[src/design/sca_pkg.sv]
// Shared types and constants for the seam cost and backtrack block.
// Every other file of the block imports this package.
`default_nettype none

package sca_pkg;

  // Default map limits. The top level exposes these values as parameters.
  localparam int DEF_MAX_WIDTH  = 1024;
  localparam int DEF_MAX_HEIGHT = 1024;

  // Widths that the item fields and configuration registers fix.
  localparam int CFG_W    = 11;
  localparam int ENERGY_W = 16;
  localparam int COST_W   = 32;
  localparam int SEAM_W   = 10;
  localparam int PADDR_W  = 3;
  localparam int PDATA_W  = 32;

  // Reset values of the size registers.
  localparam logic [CFG_W-1:0] RESET_IMAGE_WIDTH  = CFG_W'(1024);
  localparam logic [CFG_W-1:0] RESET_IMAGE_HEIGHT = CFG_W'(1024);

  // Smallest legal map sizes.
  localparam logic [CFG_W-1:0] MIN_IMAGE_WIDTH  = CFG_W'(3);
  localparam logic [CFG_W-1:0] MIN_IMAGE_HEIGHT = CFG_W'(2);

  // Register index, taken from paddr[2].
  localparam logic REG_IMAGE_WIDTH  = 1'b0;
  localparam logic REG_IMAGE_HEIGHT = 1'b1;

  // Operation codes of an input word.
  localparam logic OP_LOAD = 1'b0;
  localparam logic OP_SEAM = 1'b1;

  // Status codes of a result word.
  localparam logic STATUS_OK    = 1'b0;
  localparam logic STATUS_EARLY = 1'b1;

  // Effective map size and restart request from the register file.
  typedef struct packed {
    logic             restart;
    logic [CFG_W-1:0] width;
    logic [CFG_W-1:0] height;
  } cfg_t;

  // One result word as produced by the sequencer.
  typedef struct packed {
    logic              valid;
    logic [SEAM_W-1:0] row;
    logic [SEAM_W-1:0] column;
    logic              last;
    logic              status;
  } res_t;

endpackage

`default_nettype wire

[src/design/sca_cfg.sv]
// APB register file for the map size registers, with range clamping.
// Depends on sca_pkg.
`default_nettype none

module sca_cfg
  import sca_pkg::*;
#(
  parameter int MAX_WIDTH  = DEF_MAX_WIDTH,
  parameter int MAX_HEIGHT = DEF_MAX_HEIGHT
) (
  input  wire logic               clk_i,
  input  wire logic               rst_ni,
  input  wire logic               psel,
  input  wire logic               penable,
  input  wire logic               pwrite,
  input  wire logic [PADDR_W-1:0] paddr,
  input  wire logic [PDATA_W-1:0] pwdata,
  output logic      [PDATA_W-1:0] prdata,
  output logic                    pready,
  output cfg_t                    cfg_o
);

  logic [CFG_W-1:0] width_q, width_d;
  logic [CFG_W-1:0] height_q, height_d;
  logic             wr_fire;
  logic             reg_sel;

  assign pready  = 1'b1;
  assign reg_sel = paddr[2];
  assign wr_fire = psel && penable && pwrite;

  always_comb begin
    width_d  = width_q;
    height_d = height_q;
    if (wr_fire) begin
      unique case (reg_sel)
        REG_IMAGE_WIDTH:  width_d  = pwdata[CFG_W-1:0];
        REG_IMAGE_HEIGHT: height_d = pwdata[CFG_W-1:0];
        default:          width_d  = width_q;
      endcase
    end
  end

  always_ff @(posedge clk_i or negedge rst_ni) begin
    if (!rst_ni) begin
      width_q  <= RESET_IMAGE_WIDTH;
      height_q <= RESET_IMAGE_HEIGHT;
    end else begin
      width_q  <= width_d;
      height_q <= height_d;
    end
  end

  always_comb begin
    unique case (reg_sel)
      REG_IMAGE_WIDTH:  prdata = PDATA_W'(width_q);
      REG_IMAGE_HEIGHT: prdata = PDATA_W'(height_q);
      default:          prdata = '0;
    endcase
  end

  // Clamp the raw values into the legal range of the map.
  always_comb begin
    cfg_o.restart = wr_fire;
    if (width_q < MIN_IMAGE_WIDTH) begin
      cfg_o.width = MIN_IMAGE_WIDTH;
    end else if (32'(width_q) > MAX_WIDTH) begin
      cfg_o.width = CFG_W'(MAX_WIDTH);
    end else begin
      cfg_o.width = width_q;
    end
    if (height_q < MIN_IMAGE_HEIGHT) begin
      cfg_o.height = MIN_IMAGE_HEIGHT;
    end else if (32'(height_q) > MAX_HEIGHT) begin
      cfg_o.height = CFG_W'(MAX_HEIGHT);
    end else begin
      cfg_o.height = height_q;
    end
  end

endmodule

`default_nettype wire

[config.mk]
export PLATFORM = sky130hd
export DESIGN_NAME = sca_cfg
export DESIGN_NICKNAME = d
export VERILOG_FILES = /design/src/design/sca_pkg.sv /design/src/design/sca_cfg.sv
export SDC_FILE = /design/constraint.sdc
export NUM_CORES = 1
export LEC_CHECK = 0
export BUFFER_PORTS_ARGS = -buffer_cell sky130_fd_sc_hd__buf_2
export CELL_PAD_IN_SITES_DETAIL_PLACEMENT = 1
export CELL_PAD_IN_SITES_GLOBAL_PLACEMENT = 1
export CORE_MARGIN = 2
export CORE_UTILIZATION = 30
export CTS_CLUSTER_DIAMETER = 120
export DETAILED_ROUTE_END_ITERATION = 6
export GPL_ROUTABILITY_DRIVEN = 0
export PLACE_DENSITY_LB_ADDON = 0.08
export REMOVE_ABC_BUFFERS = 1
export SYNTH_ARGS = -nofsm -noshare
export SYNTH_HDL_FRONTEND = slang
export SYNTH_SLANG_ARGS = --single-unit
[constraint.sdc]
create_clock -name clk_i -period 1.85 [get_ports clk_i]
set_clock_uncertainty 0.05 [all_clocks]
set_input_delay 0.4625 -clock clk_i [delete_from_list [all_inputs] [get_ports clk_i]]
set_output_delay 0.4625 -clock clk_i [all_outputs]
set_load 0.03 [all_outputs]
==> impl_results.md <==
- Status: complete, but fails checks
- Failing checks: negative setup slack
- CP top delay family: simple AND/OR/NAND/NOR gates
- Number of H-tree levels: 1
- Final cell count without fillers: 237
- First-pass GRT wire length: 5000 um
- Comb pwr share: 51.5%
- Die area: 5360 um^2
- Ant diodes: 0
- Initial antenna violation count: 0
- Switching power: 0.000912 W
- CP max-delay cell: dfrtp_1
- Hold_buf cts: 0
- Final core utilization: 40.2%
- Crit path buffers/inverters: 1
- Area growth, synth to finish: 30.4%
- I/O Pins: 96
- Final Worst Setup Slack: -0.0644 ns
- RSZ-0062 raised after global routing: yes
- Layout cells sized above 1: 62.3%
- Maximum fanout along the worst path: 2
- Clock latency on the worst-skew pair: 0.25 ns
- First DRT Iteration DRCs: 20
- Starting Density: 30.8%
- Mean routed wirelength per cell: 14.3 um
- Gr ovfl total: 0
- Fill cells: 533
- Row cnt: 25
- Worst EP arrival: 1.40 ns
- Max Fclk: 522 MHz
- Worst setup EP type: primary output
- Dpl cells: 219
- CP Launch Type: flop
- Syn avg cell area: 11.8 um^2
- IO Port Bufs: 50
- Mapped Area: 1440 um^2
- Crit path cell chain: nor4_2 > nand3_1 > and3b_1 > buf_6
- Final period utilization: 103%
- Gr usage total: 12.4%
- Final #Nets: 224
- Post-synthesis sequential area ratio: 38.5%
- Worst Hold Class: input pin to asynchronous set/reset pin
- PD cells: 1170 nW/um^2
- Hold Violations, Final: 0
- Max-cap violation count: 0
- Setup violators final: 5
- Num CTS Buffers: 3
- Total Power: 0.00219 W
- Clock slew at reported path FFs: 0.08 ns
- Post-synthesis register bit count: 22
- Vias: 1006
- Leakage power figure: 1.01 nW
- Int Pwr: 0.00128 W
- Slowest stage delay, CP: 0.39 ns
- Ys Warns: 0
- CTS Buffer Depth: 2
- Maximum vdd drop: 489 uV
- Root buf cell: clkbuf_8
- Detailed-router iteration count before antenna repair: 3
- Largest net degree at the start of global routing: 23
- CTS tree: built
- Req. time, crit path: 1.34 ns
- HPWL Detailed: 2450 um
- Netlist cell types: 22
- Die W: 73.2 um
- # DRC: 0
- CP Class: flop to primary output
- Clk sinks: 22
- Vias in the first global route: 963
- Sw frac: 41.6%
- Core ar.: 4660 um^2
- Chip height: 73.2 um
- Cells after synthesis: 122
- Final Slew Violations: 0
- WL final: 3390 um
- Share of power burned in registers: 33.1%
- Clock power frac: 15.4%
- Min cycle time layout: 1.91 ns
- Post-DRT Antenna Nets: 0
- Vias/cell: 4.24
-- synthesized netlist by cell type --
cell type,number,area share (%)
a21oi_1,3,1.0
and3_4,1,0.78
and3b_1,1,0.61
buf_12,1,1.4
buf_4,24,13
buf_6,1,0.78
clkbuf_1,4,1.0
conb_1,2,0.52
dfrtp_1,20,35
dfstp_2,2,3.7
inv_1,3,0.78
mux2_2,11,8.6
mux2_4,20,21
nand2_1,3,0.78
nand2_4,1,0.78
nand2b_4,1,0.96
nand3_1,1,0.35
nor2_1,1,0.26
nor2b_1,16,7.0
nor3_1,1,0.35
nor4_1,3,1.3
o21ai_0,2,0.70
-- cells by family (layout without fill, tap and decap cells) --
| group | Yosys count | count (layout) | share of synthesized area [%] |
|---|---|---|---|
| AOI/OAI and AO/OA | 5 | 5 | 1.74 |
| muxes | 31 | 31 | 29.5 |
| DFF | 22 | 22 | 38.5 |
| and+or+nand+nor | 29 | 29 | 13.2 |
| other | 2 | 22 | 0.523 |
| buffers and inverters | 33 | 74 | 16.5 |
-- power groups by stage --
| stage | combinational [W] | sequential, W | clock (W) |
|---|---|---|---|
| floorplan | 0.000693 | 0.000710 | 0 |
| global placement | 0.000943 | 0.000736 | 0 |
| detailed placement | 0.000951 | 0.000743 | 0 |
| CTS | 0.00109 | 0.000716 | 0.000349 |
| global route | 0.00119 | 0.000745 | 0.000381 |
| finish | 0.00113 | 0.000726 | 0.000337 |
-- area by class of cell --
class / instances / area (um^2) / area share [%]
multi-input cells: 87 / 772 / 41.2
flip-flops and latches: 22 / 553 / 29.5
repair buffers: 67 / 414 / 22.1
well taps: 54 / 67.6 / 3.61
clock buffers: 4 / 55.1 / 2.94
inverters: 3 / 11.3 / 0.601
-- worst register-to-register path: stages, from the launching register on --
cell	delay, ns
dfrtp_1	0.42
buf_4	0.15
mux2_4	0.25
-- worst paths after layout --
check                                  from           end  slack [ns]  cells past startpoint
worst min-delay path                 rst_ni    width_q[3]        0.12                      1
worst max register to register   width_q[6]    width_q[6]        0.87                      2
worst min register to register   width_q[1]    width_q[1]        0.48                      1
worst max-delay path            height_q[4]      cfg_o[0]       -0.06                      4
max in group asynchronous            rst_ni  height_q[10]        1.28                      1
min in group clk_i                pwdata[0]    width_q[0]        0.40                      2
-- placed cells by master, fill, tap and decap left out, drive strengths merged --
| cell | Yosys | routed |
|---|---|---|
| nor4 | 3 | 3 |
| a21oi | 3 | 3 |
| and3b | 1 | 1 |
| dfrtp | 20 | 20 |
| nand3 | 1 | 1 |
| nor2 | 1 | 1 |
| conb | 2 | 22 |
| buf | 26 | 67 |
| nor3 | 1 | 1 |
| and3 | 1 | 1 |
| mux2 | 31 | 31 |
| clkbuf | 4 | 4 |
| dfstp | 2 | 2 |
| inv | 3 | 3 |
| nand2b | 1 | 1 |
| nand2 | 4 | 4 |
| o21ai | 2 | 2 |
| nor2b | 16 | 16 |
-- layer usage --
layer / vias to the layer above / part of all wire (%) / GRT usage, %
met5: - / 0 / 0
met2: 39 / 51 / 21.8
li1: 481 / - / -
met4: 0 / 0.62 / 2.47
met1: 484 / 43 / 15.8
met3: 2 / 5.7 / 2.21
-- state kept, by name, summed over array words and instances, names as in the netlist --
register,cells
height_q,11
width_q,11
-- repair_timing --
action / 4_1_cts / 5_1_grt
endpoints found under the setup margin: 16 / 4
pin swaps: 8 / 3
setup buffers: 11 / 3
resized for setup: 9 / 8
-- metrics by stage --
| stage | setup slack, ns | hold slack [ns] | instance area [um^2] | setup TNS, ns |
|---|---|---|---|---|
| after detailed placement | -0.0195 | 0.416 | 1630 | -0.115 |
| after global placement | -0.0167 | 0.406 | 1630 | -0.0918 |
| after CTS | -0.116 | 0.136 | 1810 | -0.410 |
| final | -0.0644 | 0.116 | 1870 | -0.217 |
| after global routing | -0.152 | 0.140 | 1870 | -0.641 |
| after floorplan | 0.0737 | 0.117 | 1280 | 0 |
(Power assumes the default switching activity.)
