--- src/design/sca_pkg.sv ---
// Shared types and constants for the seam cost and backtrack block.
// Every other file of the block imports this package.
`default_nettype none

package sca_pkg;

  // Default map limits. The top level exposes these values as parameters.
  localparam int DEF_MAX_WIDTH  = 1024;
  localparam int DEF_MAX_HEIGHT = 1024;

  // Widths that the item fields and configuration registers fix.
  localparam int CFG_W    = 11;
  localparam int ENERGY_W = 16;
  localparam int COST_W   = 32;
  localparam int SEAM_W   = 10;
  localparam int PADDR_W  = 3;
  localparam int PDATA_W  = 32;

  // Reset values of the size registers.
  localparam logic [CFG_W-1:0] RESET_IMAGE_WIDTH  = CFG_W'(1024);
  localparam logic [CFG_W-1:0] RESET_IMAGE_HEIGHT = CFG_W'(1024);

  // Smallest legal map sizes.
  localparam logic [CFG_W-1:0] MIN_IMAGE_WIDTH  = CFG_W'(3);
  localparam logic [CFG_W-1:0] MIN_IMAGE_HEIGHT = CFG_W'(2);

  // Register index, taken from paddr[2].
  localparam logic REG_IMAGE_WIDTH  = 1'b0;
  localparam logic REG_IMAGE_HEIGHT = 1'b1;

  // Operation codes of an input word.
  localparam logic OP_LOAD = 1'b0;
  localparam logic OP_SEAM = 1'b1;

  // Status codes of a result word.
  localparam logic STATUS_OK    = 1'b0;
  localparam logic STATUS_EARLY = 1'b1;

  // Effective map size and restart request from the register file.
  typedef struct packed {
    logic             restart;
    logic [CFG_W-1:0] width;
    logic [CFG_W-1:0] height;
  } cfg_t;

  // One result word as produced by the sequencer.
  typedef struct packed {
    logic              valid;
    logic [SEAM_W-1:0] row;
    logic [SEAM_W-1:0] column;
    logic              last;
    logic              status;
  } res_t;

endpackage

`default_nettype wire

--- src/design/sca_core.sv ---
// Sequencer for cost map loading and seam backtracking over the cost memory.
// Depends on sca_pkg.
`default_nettype none

module sca_core
  import sca_pkg::*;
#(
  parameter int MAX_WIDTH  = DEF_MAX_WIDTH,
  parameter int MAX_HEIGHT = DEF_MAX_HEIGHT,
  localparam int CW        = $clog2(MAX_WIDTH),
  localparam int RW        = $clog2(MAX_HEIGHT),
  localparam int ADDR_W    = RW + CW
) (
  input  wire logic                clk_i,
  input  wire logic                rst_ni,
  input  wire logic                start_i,
  input  wire logic                operation_i,
  input  wire logic [ENERGY_W-1:0] energy_i,
  output logic                     busy_o,
  input  wire cfg_t                cfg_i,
  output logic                     wr_en_o,
  output logic      [ADDR_W-1:0]   wr_addr_o,
  output logic      [COST_W-1:0]   wr_data_o,
  output logic                     rd_en_o,
  output logic      [ADDR_W-1:0]   rd_addr_o,
  input  wire logic [COST_W-1:0]   rd_data_i,
  output res_t                     res_o
);

  typedef enum logic [2:0] {
    ST_IDLE,
    ST_RD_C,
    ST_RD_L,
    ST_RD_R,
    ST_MIN,
    ST_WRITE
  } state_e;

  state_e              state_q, state_d;
  logic                op_q, op_d;
  logic [ENERGY_W-1:0] energy_q, energy_d;
  logic [CW-1:0]       col_q, col_d;
  logic [RW-1:0]       row_q, row_d;
  logic                complete_q, complete_d;
  logic [COST_W-1:0]   best_cost_q, best_cost_d;
  logic [CW-1:0]       best_col_q, best_col_d;
  logic [RW-1:0]       trace_row_q, trace_row_d;
  logic [CW-1:0]       trace_col_q, trace_col_d;
  logic [RW-1:0]       rd_row_q, rd_row_d;
  logic [CW-1:0]       rd_col_q, rd_col_d;
  logic [COST_W-1:0]   val_c_q, val_c_d;
  logic [COST_W-1:0]   val_l_q, val_l_d;
  logic [COST_W-1:0]   min_q, min_d;

  logic                lv, rv;
  logic [CW-1:0]       rd_col_sel;
  logic [COST_W:0]     sum;
  logic [COST_W-1:0]   cost;
  logic [RW-1:0]       last_row;
  logic [31:0]         trace_row_ext;
  logic [31:0]         trace_col_ext;

  assign busy_o   = (state_q != ST_IDLE);
  assign last_row = RW'(32'(cfg_i.height) - 32'd1);

  // Neighbor validity of the column being read.
  assign lv = (rd_col_q != '0);
  assign rv = (32'(rd_col_q) + 32'd1) < 32'(cfg_i.width);

  always_comb begin
    unique case (state_q)
      ST_RD_L: rd_col_sel = lv ? rd_col_q - CW'(1) : rd_col_q;
      ST_RD_R: rd_col_sel = rv ? rd_col_q + CW'(1) : rd_col_q;
      default: rd_col_sel = rd_col_q;
    endcase
  end

  assign rd_en_o   = (state_q == ST_RD_C) || (state_q == ST_RD_L) || (state_q == ST_RD_R);
  assign rd_addr_o = {rd_row_q, rd_col_sel};

  // Saturating accumulate of the new pixel's cost.
  assign sum       = {1'b0, min_q} + (COST_W + 1)'(energy_q);
  assign cost      = sum[COST_W] ? '1 : sum[COST_W-1:0];
  assign wr_en_o   = (state_q == ST_WRITE);
  assign wr_addr_o = {row_q, col_q};
  assign wr_data_o = cost;

  assign trace_row_ext = 32'(trace_row_q);
  assign trace_col_ext = 32'(trace_col_q);

  always_comb begin
    state_d     = state_q;
    op_d        = op_q;
    energy_d    = energy_q;
    col_d       = col_q;
    row_d       = row_q;
    complete_d  = complete_q;
    best_cost_d = best_cost_q;
    best_col_d  = best_col_q;
    trace_row_d = trace_row_q;
    trace_col_d = trace_col_q;
    rd_row_d    = rd_row_q;
    rd_col_d    = rd_col_q;
    val_c_d     = val_c_q;
    val_l_d     = val_l_q;
    min_d       = min_q;
    res_o       = '0;

    unique case (state_q)
      ST_IDLE: begin
        if (start_i) begin
          op_d     = operation_i;
          energy_d = energy_i;
          if (operation_i == OP_LOAD) begin
            if (complete_q) begin
              // A finished map is dropped and a new one begins at the origin.
              col_d       = '0;
              row_d       = '0;
              complete_d  = 1'b0;
              best_cost_d = '1;
              best_col_d  = '0;
              trace_row_d = '0;
              trace_col_d = '0;
              min_d       = '0;
              state_d     = ST_WRITE;
            end else if (row_q == '0) begin
              min_d   = '0;
              state_d = ST_WRITE;
            end else begin
              rd_row_d = row_q - RW'(1);
              rd_col_d = col_q;
              state_d  = ST_RD_C;
            end
          end else begin
            res_o.valid = 1'b1;
            if (!complete_q) begin
              res_o.status = STATUS_EARLY;
            end else begin
              res_o.status = STATUS_OK;
              res_o.row    = trace_row_ext[SEAM_W-1:0];
              res_o.column = trace_col_ext[SEAM_W-1:0];
              res_o.last   = (trace_row_q == '0);
              if (trace_row_q == '0) begin
                trace_row_d = last_row;
                trace_col_d = best_col_q;
              end else begin
                rd_row_d = trace_row_q - RW'(1);
                rd_col_d = trace_col_q;
                state_d  = ST_RD_C;
              end
            end
          end
        end
      end
      ST_RD_C: begin
        state_d = ST_RD_L;
      end
      ST_RD_L: begin
        val_c_d = rd_data_i;
        state_d = ST_RD_R;
      end
      ST_RD_R: begin
        val_l_d = rd_data_i;
        min_d   = (lv && (rd_data_i < val_c_q)) ? rd_data_i : val_c_q;
        state_d = ST_MIN;
      end
      ST_MIN: begin
        if (op_q == OP_LOAD) begin
          min_d   = (rv && (rd_data_i < min_q)) ? rd_data_i : min_q;
          state_d = ST_WRITE;
        end else begin
          // Move left when left is strictly below center and right, stay when
          // center is strictly below right, and move right otherwise.
          trace_row_d = rd_row_q;
          if (lv && (val_l_q < val_c_q)) begin
            trace_col_d = (!rv || (val_l_q < rd_data_i)) ? rd_col_q - CW'(1)
                                                         : rd_col_q + CW'(1);
          end else begin
            trace_col_d = (!rv || (val_c_q < rd_data_i)) ? rd_col_q : rd_col_q + CW'(1);
          end
          state_d = ST_IDLE;
        end
      end
      ST_WRITE: begin
        if ((row_q == last_row) && ((col_q == '0) || (cost < best_cost_q))) begin
          best_cost_d = cost;
          best_col_d  = col_q;
        end
        if ((32'(col_q) + 32'd1) >= 32'(cfg_i.width)) begin
          col_d = '0;
          if ((32'(row_q) + 32'd1) >= 32'(cfg_i.height)) begin
            row_d       = '0;
            complete_d  = 1'b1;
            trace_row_d = last_row;
            trace_col_d = best_col_d;
          end else begin
            row_d = row_q + RW'(1);
          end
        end else begin
          col_d = col_q + CW'(1);
        end
        state_d = ST_IDLE;
      end
      default: begin
        state_d = ST_IDLE;
      end
    endcase

    // A register write restarts the pass; writes must come only while idle, which the block does not enforce.
    if (cfg_i.restart) begin
      col_d       = '0;
      row_d       = '0;
      complete_d  = 1'b0;
      best_cost_d = '1;
      best_col_d  = '0;
      trace_row_d = '0;
      trace_col_d = '0;
    end
  end

  always_ff @(posedge clk_i or negedge rst_ni) begin
    if (!rst_ni) begin
      state_q     <= ST_IDLE;
      col_q       <= '0;
      row_q       <= '0;
      complete_q  <= 1'b0;
      best_cost_q <= '1;
      best_col_q  <= '0;
      trace_row_q <= '0;
      trace_col_q <= '0;
    end else begin
      state_q     <= state_d;
      col_q       <= col_d;
      row_q       <= row_d;
      complete_q  <= complete_d;
      best_cost_q <= best_cost_d;
      best_col_q  <= best_col_d;
      trace_row_q <= trace_row_d;
      trace_col_q <= trace_col_d;
    end
  end

  always_ff @(posedge clk_i) begin
    op_q     <= op_d;
    energy_q <= energy_d;
    rd_row_q <= rd_row_d;
    rd_col_q <= rd_col_d;
    val_c_q  <= val_c_d;
    val_l_q  <= val_l_d;
    min_q    <= min_d;
  end

endmodule

`default_nettype wire

--- config.mk ---
export PLATFORM = sky130hd
export DESIGN_NAME = sca_core
export DESIGN_NICKNAME = d
export VERILOG_FILES = /design/src/design/sca_pkg.sv /design/src/design/sca_core.sv
export SDC_FILE = /design/constraint.sdc
export NUM_CORES = 1
export LEC_CHECK = 0
export BUFFER_PORTS_ARGS = -buffer_cell sky130_fd_sc_hd__clkbuf_2
export CAP_MARGIN = 20
export CELL_PAD_IN_SITES_DETAIL_PLACEMENT = 0
export CELL_PAD_IN_SITES_GLOBAL_PLACEMENT = 2
export CORE_ASPECT_RATIO = 0.6
export CORE_UTILIZATION = 40
export CTS_CLUSTER_SIZE = 24
export DETAILED_ROUTE_END_ITERATION = 6
export GPL_TIMING_DRIVEN = 0
export PLACE_DENSITY = 0.94
export SYNTH_ARGS = -nofsm -noshare
export SYNTH_HDL_FRONTEND = slang
export SYNTH_SLANG_ARGS = --single-unit
--- constraint.sdc ---
create_clock -name clk_i -period 16.4 [get_ports clk_i]
set_clock_uncertainty 0.2 [all_clocks]
set_input_delay 2.46 -clock clk_i [delete_from_list [all_inputs] [get_ports clk_i]]
set_output_delay 2.46 -clock clk_i [all_outputs]
set_load 0.005 [all_outputs]
==> implementation parameters <==
Parameter                              Value

Power
  Reg power frac ... a little under a third
  Combinational share of power ... 47.8%
  Leak ... between 8 and 9 nW
  Fraction of power spent switching nets ... 43.3%
  Relative contribution of the clock network to total power ... 20.9%
  Switch Pwr ... between 1 and 1.5 mW
  Pwr dens ... about 140 mW/mm²
  Maximum resistive drop on vdd ... 89.7 µV
  Internal Dissipation ... about 1.5 mW

Cells and area
  Final standard cell utilization of the core ... 46.8%
  Share of layout cells above drive strength 1 ... between 10 and 15%
  Ant. Diodes ... 0
  Layout Area Growth over Synthesis ... 14.4%
  Number of nets in the layout ... ~2300
  Layout filler cell count ... 3999

STA
  Least-Margin Pin Slew ... between 1 and 1.5 ns
  Max-slew violation total from the final report ... 0
  Fmax ... 123 MHz
  Unrepaired setup endpoints after global routing ... no
  Shortest period the worst path allows ... about 8 ns
  Setup-failing EPs final ... 0
  Slew margin rel. ... between 20 and 30%
  Setup TNS ... 0 ns
  Period utilisation layout ... roughly half
  Total count of hold-check failures in the final report ... 0

Synth
  Main synth FF type ... edfxtp_1
  Mapped Nets ... between 2000 and 2500
  Avg Inst Size Synth ... slightly above 9 µm²
  Number of distinct library cells after synthesis ... 74
  Sequential fraction of the synthesis area ... between 30% and 40%
  Number of synthesized register bits ... around 220
  Gate count of the mapped netlist ... around 1800
  Fraction of registers with async set/reset ... between 30% and 40%
  Post-synth EDFFs ... 133
  Summed instance area of the synthesized netlist ... between 0.015 and 0.02 mm²
  Warnings from Yosys ... 0

Placed design
  Port Buffer Count ... between 150 and 200
  Post-DP HPWL ... about 44000 µm
  Final estimated routing congestion in global placement ... 0.903

Worst setup path
  Data arrival time of the critical path ... between 5 and 6 ns
  Path depth of the worst reg2reg path ... 22
  CP endpoint kind ... output pin
  Worst setup path class ... input pin to output pin
  Startpoint of the worst-slack reg-to-reg timing path ... min_q[0]$_DFFE_PP_
  Maximum fanout count along the critical path ... 10
  Startpoint class of the critical path ... input pin
  End of the worst register-to-register path ... best_col_q[3]$_DFFE_PN0P_
  R2R setup slack ... 9.11 ns
  Data required, critical path ... 13.74 ns

Clocking
  Inserted Clock Buffers ... 25
  Maximum root-to-sink buffer count ... 3
  Clock edge transition at the registers on the reported setup and hold paths ... ~0.060 ns
  Root buf cell ... clkbuf_16
  Number of hold buffers added after CTS ... 0
  Clock Sinks ... about 220
  Insertion delay to the later sink of the worst-skew pair ... roughly 0.55 ns
  TritonCTS clock tree ... yes
  Setup fix buffers added after clock tree synthesis ... 0
  Htree depth ... 1
  Number of gates resized after CTS ... 0

Route
  Post-detailed-routing wire length ... ~56000 µm
  Via count normalized by instance count ... between 5 and 6
  Count of antenna-violating nets left after detailed routing ... 0
  DRC violation total after the first TritonRoute iteration ... about 1400
  Vias after detailed routing ... 14900
  Number of detailed-routing iterations run before antenna repair ... 5
  Wire per inst ... 21.6 µm
  DRC ... 0

GRT
  First-pass GRT wire length ... roughly 85000 µm
  M1 GR Usage ... about two fifths
  Overall fraction of global-route tracks in use ... 26.0%
  Number of global-route vias before repair ... about 14000
  Antenna violations before repair ... 0
  Maximum number of pins on one net before global-route repair ... 54
  Global-route met2 utilization ... 35.2%
  Routing layer with the top usage in global route ... met1
  Global route total overflow ... 0
  Met3 routing resource usage after global routing ... under 10%

Run
  Max-cap check violation count ... 0

Die
  Top-level I/O count ... roughly 170
  Die Ht ... approximately 160 µm
  Total number of placement rows ... 57
  Initial Util ... between 40% and 50%
  Horiz. Die Dim ... between 200 and 300 µm
  Die area ... roughly 0.043 mm²
  Floorplan Core Area ... approximately 0.041 mm²

Min path
  Hold Crit Endpoint ... best_col_q[7]$_DFFE_PN0P_
  Min-delay worst type ... flop to flop
  Critical hold path startpoint ... best_col_q[7]$_DFFE_PN0P_
  Worst Hold Path Cells ... 2

Run status
  Status ... completed
[cell type report]
cell class	count	area [µm²]	area share (%)
buffer	81	338	1.77
tap	560	701	3.67
timing repair buffer	176	933	4.89
clock buffer	33	666	3.49
inverter	182	683	3.58
clock inverter	12	86.3	0.452
sequential	219	6190	32.4
multi-input combinational	1329	9500	49.7
[routing by layer]
layer	routed length (µm)	vias up	part of all wire, %
li1	-	7024	-
met1	28300	7203	51
met2	21600	574	39
met3	4990	62	8.9
met4	1070	0	1.9
met5	0	-	0
[cell usage after synthesis, types with 42 or more instances]
cell type | instances | area, µm²
nor2_1 | 127 | 477
ha_1 | 212 | 2650
dfrtp_1 | 54 | 1350
edfxtp_1 | 133 | 3990
inv_1 | 182 | 683
and3_1 | 42 | 263
xnor2_1 | 47 | 412
nand2_1 | 148 | 556
nand3_1 | 60 | 300
o21ai_0 | 93 | 465
clkbuf_1 | 70 | 263
a21oi_1 | 113 | 566
[cells in the final DEF (no fill, tap or decap), types with 9 or more instances in the layout]
cell type,Yosys,layout
a211oi_1,22,22
o211ai_1,14,14
nor2b_1,16,16
dfrtp_1,54,54
nand4_1,30,30
nand2_1,148,148
o221ai_1,10,10
a22o_1,37,37
inv_1,182,182
clkbuf_1,70,77
and3_1,42,42
clkbuf_2,0,170
and4_1,13,13
nand2b_1,22,22
xor2_1,30,30
nand3_1,60,60
or3_1,9,9
a21oi_1,113,113
mux2_2,14,14
dfstp_2,32,32
nor4_1,15,15
a31oi_1,24,24
ha_1,212,212
edfxtp_1,133,133
nor3_1,26,26
mux2i_1,21,21
nor2_1,127,125
clkbuf_16,0,25
o31ai_1,20,20
a21o_1,40,40
o21ai_0,93,93
xnor2_1,47,47
[critical path: stages]
cell and delay (ns):
clkbuf_2 0.08, inv_1 0.05, ha_1 0.28, a21boi_0 0.12, o21ai_0 0.19, a21oi_1 0.12
o32ai_1 0.80, clkbuf_1 0.44, nand2_1 0.19, mux2_2 0.30, a221o_1 0.33, clkbuf_2 0.12
[power groups by stage]
stage                     clock (mW)  sequential (mW)  combinational (mW)
after detailed placement           0            0.829                1.23
final                          0.548            0.820                1.25
after global routing           0.575            0.833                1.39
after global placement             0            0.832                1.19
after floorplan                    0            0.799               0.783
after CTS                      0.554            0.819                1.24
[sequential cells by signal, summed over array words and instances (netlist names), 10 cells and up]
| register | cells |
|---|---|
| best_cost_q | 32 |
| col_q | 10 |
| rd_col_q | 10 |
| min_q | 32 |
| energy_q | 16 |
| trace_row_q | 10 |
| val_l_q | 32 |
| val_c_q | 32 |
| row_q | 10 |
| best_col_q | 10 |
| trace_col_q | 10 |
| rd_row_q | 10 |
[metrics by stage]
stage	worst slack [ns]	total power [mW]	hold slack (ns)	cells	instance area, µm²
floorplan	9.10	1.58	0.257	1811	16700
global placement	8.38	2.02	0.275	2542	18200
detailed placement	8.32	2.06	0.287	2547	18300
CTS	8.30	2.61	0.301	2592	19100
global route	8.02	2.80	0.315	2592	19100
finish	8.27	2.62	0.300	2592	19100
[cells by family after synthesis]
group	synth area share, %
and+or+nand+nor	15.8
AOI/OAI and AO/OA	18.7
buffers and inverters	6.12
DFF	37.1
adders and majority gates	16.0
xor gates and xnor gates	4.04
muxes	2.21
[worst max-delay path by stage]
| stage | start | to | slack, ns | depth (start not counted) |
|---|---|---|---|---|
| after detailed placement | cfg_i[12] | rd_addr_o[3] | 8.32 | 12 |
| after global routing | cfg_i[12] | rd_addr_o[7] | 8.02 | 13 |
| final | cfg_i[12] | rd_addr_o[3] | 8.27 | 12 |
| after CTS | cfg_i[12] | rd_addr_o[3] | 8.30 | 12 |
| after global placement | cfg_i[12] | rd_addr_o[3] | 8.38 | 12 |
| after floorplan | cfg_i[12] | rd_addr_o[3] | 9.10 | 10 |
No activity file was read; power rests on OpenSTA's default activity.
